<file path="src/design/spfc_pkg.sv">
`timescale 1ns / 1ps
`default_nettype none
// ============================================================================
// Sensor packet frame checker package
// Shared types and constants of the packet deframer.
// ============================================================================
package spfc_pkg;

    localparam int MAX_PAYLOAD_DEF = 256;
    localparam int QUEUE_DEPTH_DEF = 4;

    localparam int CFG_DATA_W = 32;

    localparam logic CFG_START_CODE  = 1'b0;
    localparam logic CFG_MODULE_ADDR = 1'b1;

    localparam logic [15:0] START_CODE_RST  = 16'hEF01;
    localparam logic [31:0] MODULE_ADDR_RST = 32'hFFFF_FFFF;

    localparam logic [7:0] TYPE_COMMAND     = 8'h01;
    localparam logic [7:0] TYPE_DATA        = 8'h02;
    localparam logic [7:0] TYPE_ACK         = 8'h07;
    localparam logic [7:0] TYPE_END_OF_DATA = 8'h08;

    localparam logic [2:0] ST_OK           = 3'd0;
    localparam logic [2:0] ST_CHECKSUM_BAD = 3'd1;
    localparam logic [2:0] ST_ADDRESS_BAD  = 3'd2;
    localparam logic [2:0] ST_TYPE_BAD     = 3'd3;
    localparam logic [2:0] ST_LENGTH_BAD   = 3'd4;

    localparam logic KIND_PAYLOAD = 1'b0;
    localparam logic KIND_STATUS  = 1'b1;

    typedef struct packed {
        logic       kind;
        logic [7:0] payload_byte;
        logic [7:0] packet_type;
        logic [2:0] status;
        logic       last;
    } t_result;

endpackage
`default_nettype wire

</file>
<file path="src/design/spfc_front.sv">
`timescale 1ns / 1ps
`default_nettype none
// ============================================================================
// Sensor packet frame checker front end
// Parses each accepted byte against the packet format and produces at most
// one result transaction per byte.
// ============================================================================
module spfc_front #(
    parameter int MAX_PAYLOAD = spfc_pkg::MAX_PAYLOAD_DEF
) (
    input  wire                           i_clk,
    input  wire                           i_rst_n,
    input  wire                           i_take,
    input  wire  [7:0]                    i_rx_byte,
    input  wire                           i_cfg_we,
    input  wire                           i_cfg_index,
    input  wire  [spfc_pkg::CFG_DATA_W-1:0] i_cfg_data,
    output logic                          o_res_valid,
    output spfc_pkg::t_result             o_res
);
    import spfc_pkg::*;

    localparam int CNT_W = $clog2(MAX_PAYLOAD + 1);
    localparam int SUM_W = $clog2(3 * 255 + MAX_PAYLOAD * 255 + 1);
    localparam logic [15:0] LEN_MAX = 16'(MAX_PAYLOAD + 2);

    typedef enum logic [8:0] {
        PH_HUNT1 = 9'b0_0000_0001,
        PH_HUNT2 = 9'b0_0000_0010,
        PH_ADDR  = 9'b0_0000_0100,
        PH_TYPE  = 9'b0_0000_1000,
        PH_LENH  = 9'b0_0001_0000,
        PH_LENL  = 9'b0_0010_0000,
        PH_DATA  = 9'b0_0100_0000,
        PH_CSH   = 9'b0_1000_0000,
        PH_CSL   = 9'b1_0000_0000
    } t_phase;

    logic [15:0]      r_start_code;
    logic [31:0]      r_module_addr;
    t_phase           r_phase, n_phase;
    logic [CNT_W-1:0] r_cnt, n_cnt;
    logic [CNT_W-1:0] r_target, n_target;
    logic [SUM_W-1:0] r_sum, n_sum;
    logic [7:0]       r_type, n_type;
    logic [7:0]       r_len_hi, n_len_hi;
    logic [7:0]       r_csh, n_csh;
    logic             r_addr_bad, n_addr_bad;
    logic             r_type_bad, n_type_bad;

    logic [7:0]  first_byte;
    logic [7:0]  second_byte;
    logic [7:0]  addr_byte;
    logic [15:0] length;
    logic [CNT_W-1:0] cnt_inc;

    assign first_byte  = r_start_code[15:8];
    assign second_byte = r_start_code[7:0];
    assign length      = {r_len_hi, i_rx_byte};
    assign cnt_inc     = r_cnt + CNT_W'(1);

    always_comb begin
        case (r_cnt[1:0])
            2'd0:    addr_byte = r_module_addr[31:24];
            2'd1:    addr_byte = r_module_addr[23:16];
            2'd2:    addr_byte = r_module_addr[15:8];
            default: addr_byte = r_module_addr[7:0];
        endcase
    end

    always_comb begin
        n_phase    = r_phase;
        n_cnt      = r_cnt;
        n_target   = r_target;
        n_sum      = r_sum;
        n_type     = r_type;
        n_len_hi   = r_len_hi;
        n_csh      = r_csh;
        n_addr_bad = r_addr_bad;
        n_type_bad = r_type_bad;
        o_res_valid         = 1'b0;
        o_res.kind          = KIND_PAYLOAD;
        o_res.payload_byte  = 8'd0;
        o_res.packet_type   = r_type;
        o_res.status        = ST_OK;
        o_res.last          = 1'b0;
        case (r_phase)
            PH_HUNT2: begin
                if (i_rx_byte == second_byte) begin
                    n_phase    = PH_ADDR;
                    n_cnt      = '0;
                    n_addr_bad = 1'b0;
                    n_type_bad = 1'b0;
                    n_sum      = '0;
                    n_type     = 8'd0;
                    n_len_hi   = 8'd0;
                    n_csh      = 8'd0;
                end else if (i_rx_byte != first_byte) begin
                    n_phase = PH_HUNT1;
                end
            end
            PH_ADDR: begin
                if (addr_byte != i_rx_byte) begin
                    n_addr_bad = 1'b1;
                end
                if (r_cnt[1:0] == 2'd3) begin
                    n_phase = PH_TYPE;
                    n_cnt   = '0;
                end else begin
                    n_cnt = cnt_inc;
                end
            end
            PH_TYPE: begin
                n_type     = i_rx_byte;
                n_type_bad = !(i_rx_byte inside {TYPE_COMMAND, TYPE_DATA, TYPE_ACK,
                                                 TYPE_END_OF_DATA});
                n_sum      = SUM_W'(i_rx_byte);
                n_phase    = PH_LENH;
            end
            PH_LENH: begin
                n_len_hi = i_rx_byte;
                n_sum    = r_sum + SUM_W'(i_rx_byte);
                n_phase  = PH_LENL;
            end
            PH_LENL: begin
                n_sum = r_sum + SUM_W'(i_rx_byte);
                if (length < 16'd2 || length > LEN_MAX) begin
                    n_phase      = PH_HUNT1;
                    o_res_valid  = 1'b1;
                    o_res.kind   = KIND_STATUS;
                    o_res.status = ST_LENGTH_BAD;
                    o_res.last   = 1'b1;
                end else begin
                    n_cnt    = '0;
                    n_target = CNT_W'(length - 16'd2);
                    n_phase  = (length == 16'd2) ? PH_CSH : PH_DATA;
                end
            end
            PH_DATA: begin
                n_sum = r_sum + SUM_W'(i_rx_byte);
                n_cnt = cnt_inc;
                if (cnt_inc >= r_target) begin
                    n_phase = PH_CSH;
                end
                o_res_valid        = 1'b1;
                o_res.payload_byte = i_rx_byte;
            end
            PH_CSH: begin
                n_csh   = i_rx_byte;
                n_phase = PH_CSL;
            end
            PH_CSL: begin
                n_phase     = PH_HUNT1;
                o_res_valid = 1'b1;
                o_res.kind  = KIND_STATUS;
                o_res.last  = 1'b1;
                if (32'(r_sum) != {16'd0, r_csh, i_rx_byte}) begin
                    o_res.status = ST_CHECKSUM_BAD;
                end else if (r_addr_bad) begin
                    o_res.status = ST_ADDRESS_BAD;
                end else if (r_type_bad) begin
                    o_res.status = ST_TYPE_BAD;
                end else begin
                    o_res.status = ST_OK;
                end
            end
            default: begin
                n_phase = (i_rx_byte == first_byte) ? PH_HUNT2 : PH_HUNT1;
            end
        endcase
        if (!i_take) begin
            o_res_valid = 1'b0;
        end
    end

    always_ff @(posedge i_clk) begin
        if (!i_rst_n) begin
            r_start_code  <= START_CODE_RST;
            r_module_addr <= MODULE_ADDR_RST;
        end else if (i_cfg_we) begin
            case (i_cfg_index)
                CFG_START_CODE:  r_start_code  <= i_cfg_data[15:0];
                CFG_MODULE_ADDR: r_module_addr <= i_cfg_data[31:0];
                default:         r_start_code  <= r_start_code;
            endcase
        end
    end

    always_ff @(posedge i_clk) begin
        if (!i_rst_n) begin
            r_phase    <= PH_HUNT1;
            r_cnt      <= '0;
            r_target   <= '0;
            r_sum      <= '0;
            r_type     <= 8'd0;
            r_len_hi   <= 8'd0;
            r_csh      <= 8'd0;
            r_addr_bad <= 1'b0;
            r_type_bad <= 1'b0;
        end else if (i_take) begin
            r_phase    <= n_phase;
            r_cnt      <= n_cnt;
            r_target   <= n_target;
            r_sum      <= n_sum;
            r_type     <= n_type;
            r_len_hi   <= n_len_hi;
            r_csh      <= n_csh;
            r_addr_bad <= n_addr_bad;
            r_type_bad <= n_type_bad;
        end
    end

endmodule
`default_nettype wire

</file>
<file path="config.mk">
export PLATFORM = sky130hd
export DESIGN_NAME = spfc_front
export DESIGN_NICKNAME = d
export VERILOG_FILES = /design/src/design/spfc_pkg.sv /design/src/design/spfc_front.sv
export SDC_FILE = /design/constraint.sdc
export NUM_CORES = 1
export LEC_CHECK = 0
export ABC_CLOCK_PERIOD_IN_PS = 2800
export BUFFER_PORTS_ARGS = -buffer_cell sky130_fd_sc_hd__clkbuf_2
export CORE_UTILIZATION = 54
export DETAILED_ROUTE_END_ITERATION = 10
export PLACE_DENSITY = 0.77
export SLEW_MARGIN = 40
export SYNTH_ARGS = -nofsm -noshare
export SYNTH_HDL_FRONTEND = slang
export SYNTH_SLANG_ARGS = --single-unit
</file>
<file path="constraint.sdc">
create_clock -name i_clk -period 2.8 [get_ports i_clk]
set_input_delay 0.56 -clock i_clk [delete_from_list [all_inputs] [get_ports i_clk]]
set_output_delay 0.56 -clock i_clk [all_outputs]
set_load 0.05 [all_outputs]
</file>
==> results.md <==
* Status: finished with violations
* Failing checks: DRC, setup timing
* Drt wl/cell at 17.8 µm
* Crit path max fanout at 3
* Largest net degree at the start of global routing at 55
* Share of layout cells above drive strength 1 at 24.5%
* Pleak at 3.37 nW
* Delay-heaviest family, CP: simple AND/OR/NAND/NOR gates
* Post-synth EDFFs at 0
* Yosys reg bits at 118
* Die height at 111 µm
* Min-delay src: i_cfg_data[27]
* Worst r2r dst: r_phase[3]
* Worst clock skew at 0.00934 ns
* Min-delay worst type: in2reg
* Worst-skew pair later-pin latency at 0.42 ns
* Synth area leaders: dfxtp_1 37%, nand2_1 7.9%, xnor2_1 5.0%, ha_1 4.7%, nand3_1 3.8%
* Max frequency at 0.356 GHz
* Pre-antenna DRT Iters at 9
* Worst vdd ir at 0.533 mV
* Yosys top cell by area: dfxtp_1
* RSZ-0062 raised after global routing: yes
* Post-synth top area share at 36.7%
* # setup viols final at 1
* Layout Nets at 974
* Worst Path Buf+Inv at 2
* Sink Count at 118
* CTS H-tree lvls at 4
* Reg2Reg Depth at 13
* Port bufs at 66
* Commonest cells in the netlist: 135 x nand2_1, 118 x dfxtp_1, 62 x nor2_1, 49 x nand3_1, 44 x a21oi_1
* Total power at 4.26 mW
* # hold bufs at CTS at 0
* Mapped Nets at 869
* Final Wtd Congestion at 0.955
* Yosys cell types at 68
* Flop2flop setup slack at 0.06 ns
* Total global routing track utilization at 31.5%
* Worst path max stage delay at 0.58 ns
* Die Width at 111 µm
* Sequential cell area fraction in the yosys report at 36.7%
* Rows at 39
* Post-DR vias/cell at 6.03
* Final min period at 2.81 ns
* Max_slew headroom at 47.2%
* Place WS at -0.171 ns
* Setup TNS at -0.0129 ns
* Core area at 11500 µm²
* Post-Place Cell Area at 7290 µm²
* Fin crit share at 100%
* Pint at 3.21 mW
* Final hold vios at 0
* Crit path capture type: primary output
* Die area at 12400 µm²
* First-pass GRT wire length at 30600 µm
* Reg-to-Reg Start: r_cnt[0]
* WHS Path Cells at 3
* Critical path launch point type: input pin
* Avg Cell Area, Syn at 8.06 µm²
* NetSw at 1.05 mW
* Area of the multi-input gates at 4000 µm²
* Starting Density at 55.9%
* Critical Path RT at 2.24 ns
* Fin worst setup slack at -0.0129 ns
* Critical path class: in2out
* Antenna diodes at 0
* Fillers at 845
* Slew Limit Fails at 0
* Synthesized cell area at 6440 µm²
* Critical-path top delay cell: or4_4
* Final Cell Area at 8230 µm²
* Initial antenna violation count at 0
* Combinational share of power at 8.9%
* Max-cap violations at 0
* CTS tree: built
* WL final at 18900 µm
* Gr ovfl total at 0
* Pwr per Cell Area at 518 nW/µm²
* Switching part of the total at 24.6%
* CTS buffer count at 17
* Number of global-route vias before repair at 6374
* Asr flop ratio synth at 0%
* Slew @ Worst Pin at 0.790 ns
* Worst EP arrival at 2.25 ns
* Sequential Area at 2370 µm²
* DP HPWL at 13100 µm
* Post-layout util at 71.5%
* Initial drt markers at 487
* Clock transition at path regs at 0.05 ns
* Critical-path cell list: buf_6, or4_4, a211o_1, a211oi_2, or2_4, a31oi_4, buf_12
* # DRC at 4
* CTS Buffer Depth at 2
* Area grow syn2layout at 27.8%
* Hold Path Sink: r_module_addr[27]
* Yosys warns at 0
* Seq pwr share at 41.2%
* Most used flip-flop cell after synthesis: dfxtp_1
* IO Pins at 67
* CTS root buf: clkbuf_16
* Synthesized instance count at 799
* Vias at 6392
* Clock share of power at 49.9%
* Count leader, synth: nand2_1
* ANT nets after route at 0
==> layout make-up <==
cell class	count	share of cell area, %
multi-input combinational	598	48.6
sequential	118	28.8
timing repair buffer	138	11.9
clock buffer	20	5.43
tap	143	2.17
clock inverter	12	1.57
inverter	31	1.46
==> layout by cell type, fill, tap and decap left out, drive strengths merged, types with 3 or more instances in the layout <==
cell type,netlist,routed
o31ai,12,12
o21ai,21,21
clkinv,1,6
xor2,13,13
inv,30,30
a21oi,44,44
clkbuf,40,78
a211oi,13,13
or2,3,3
nor3,16,16
nor2,63,63
ha,24,24
a21o,3,3
mux2i,17,17
nand2,135,135
dfxtp,118,118
nand4,14,14
nor4,14,14
nor2b,3,3
or3,3,3
xnor2,37,37
and3,3,3
nand3,49,49
clkinvlp,0,5
nor3b,5,5
nand2b,8,8
buf,13,80
o21a,5,5
a222oi,8,8
and2,10,10
or4,12,12
o211ai,8,8
a221oi,8,8
a22oi,16,16
==> per-stage QoR <==
| stage | cells | hold WS (ns) |
|---|---|---|
| after floorplan | 799 | 0.439 |
| after global placement | 1016 | 0.450 |
| after detailed placement | 1016 | 0.460 |
| after CTS | 1056 | 0.334 |
| after global routing | 1060 | 0.347 |
| final | 1060 | 0.350 |
==> worst max path at each step <==
stage / depth (start not counted) / slack [ns] / start / endpoint
finish: 7 / -0.01 / i_rx_byte[6] / o_res_valid
global route: 7 / -0.06 / i_rx_byte[6] / o_res[3]
CTS: 7 / -0.004 / i_rx_byte[6] / o_res_valid
detailed placement: 8 / -0.17 / i_rx_byte[6] / o_res[2]
global placement: 7 / -0.11 / i_rx_byte[6] / o_res_valid
floorplan: 5 / -0.06 / r_phase[1] / o_res[1]
==> metal layers <==
| layer | vias up | track usage [%] | wire, µm |
|---|---|---|---|
| li1 | 3048 | - | - |
| met1 | 3023 | 37.8 | 8040 |
| met2 | 257 | 53.4 | 9160 |
| met3 | 64 | 7.00 | 1010 |
| met4 | 0 | 15.0 | 667 |
| met5 | - | 0 | 0 |
==> tightest hold or removal path, stage by stage <==
cell and delay [ns]:
clkbuf_2 0.07, nand2_1 0.04, nand3_1 0.06
==> power by group through the flow <==
stage               combinational (mW)  sequential (mW)  clock, mW
CTS                              0.370             1.75       2.14
detailed placement               0.352             1.79          0
global route                     0.413             1.76       2.23
floorplan                        0.222             1.78          0
global placement                 0.340             1.79          0
finish                           0.380             1.75       2.13
==> registers in the layout, summed over array words and instances, names as in the netlist <==
register	flops
r_sum	17
r_target	9
r_type_bad	1
r_cnt	9
r_addr_bad	1
r_start_code	16
r_module_addr	32
r_len_hi	8
r_csh	8
r_type	8
r_phase	9
==> repair_timing <==
| action | 4_1_cts | 5_1_grt |
|---|---|---|
| hold endpoints to repair | 0 | 0 |
| buffers inserted | 7 | 4 |
| gates resized for setup | 24 | 32 |
| pin swaps | 13 | 17 |
| gates cloned | 1 | 0 |
| setup endpoints to repair | 10 | 28 |
==> kinds of logic (layout without fill, tap and decap cells) <==
kind of cell	Yosys count	after routing	synth area share, %
simple gates	346	347	25.8
xor+xnor	50	50	6.80
fa+ha+maj	25	25	4.98
buf+inv	84	201	5.34
compound gates	158	158	17.6
mux	18	18	2.82
flops	118	118	36.7
Power figures use the tool's default switching activity.
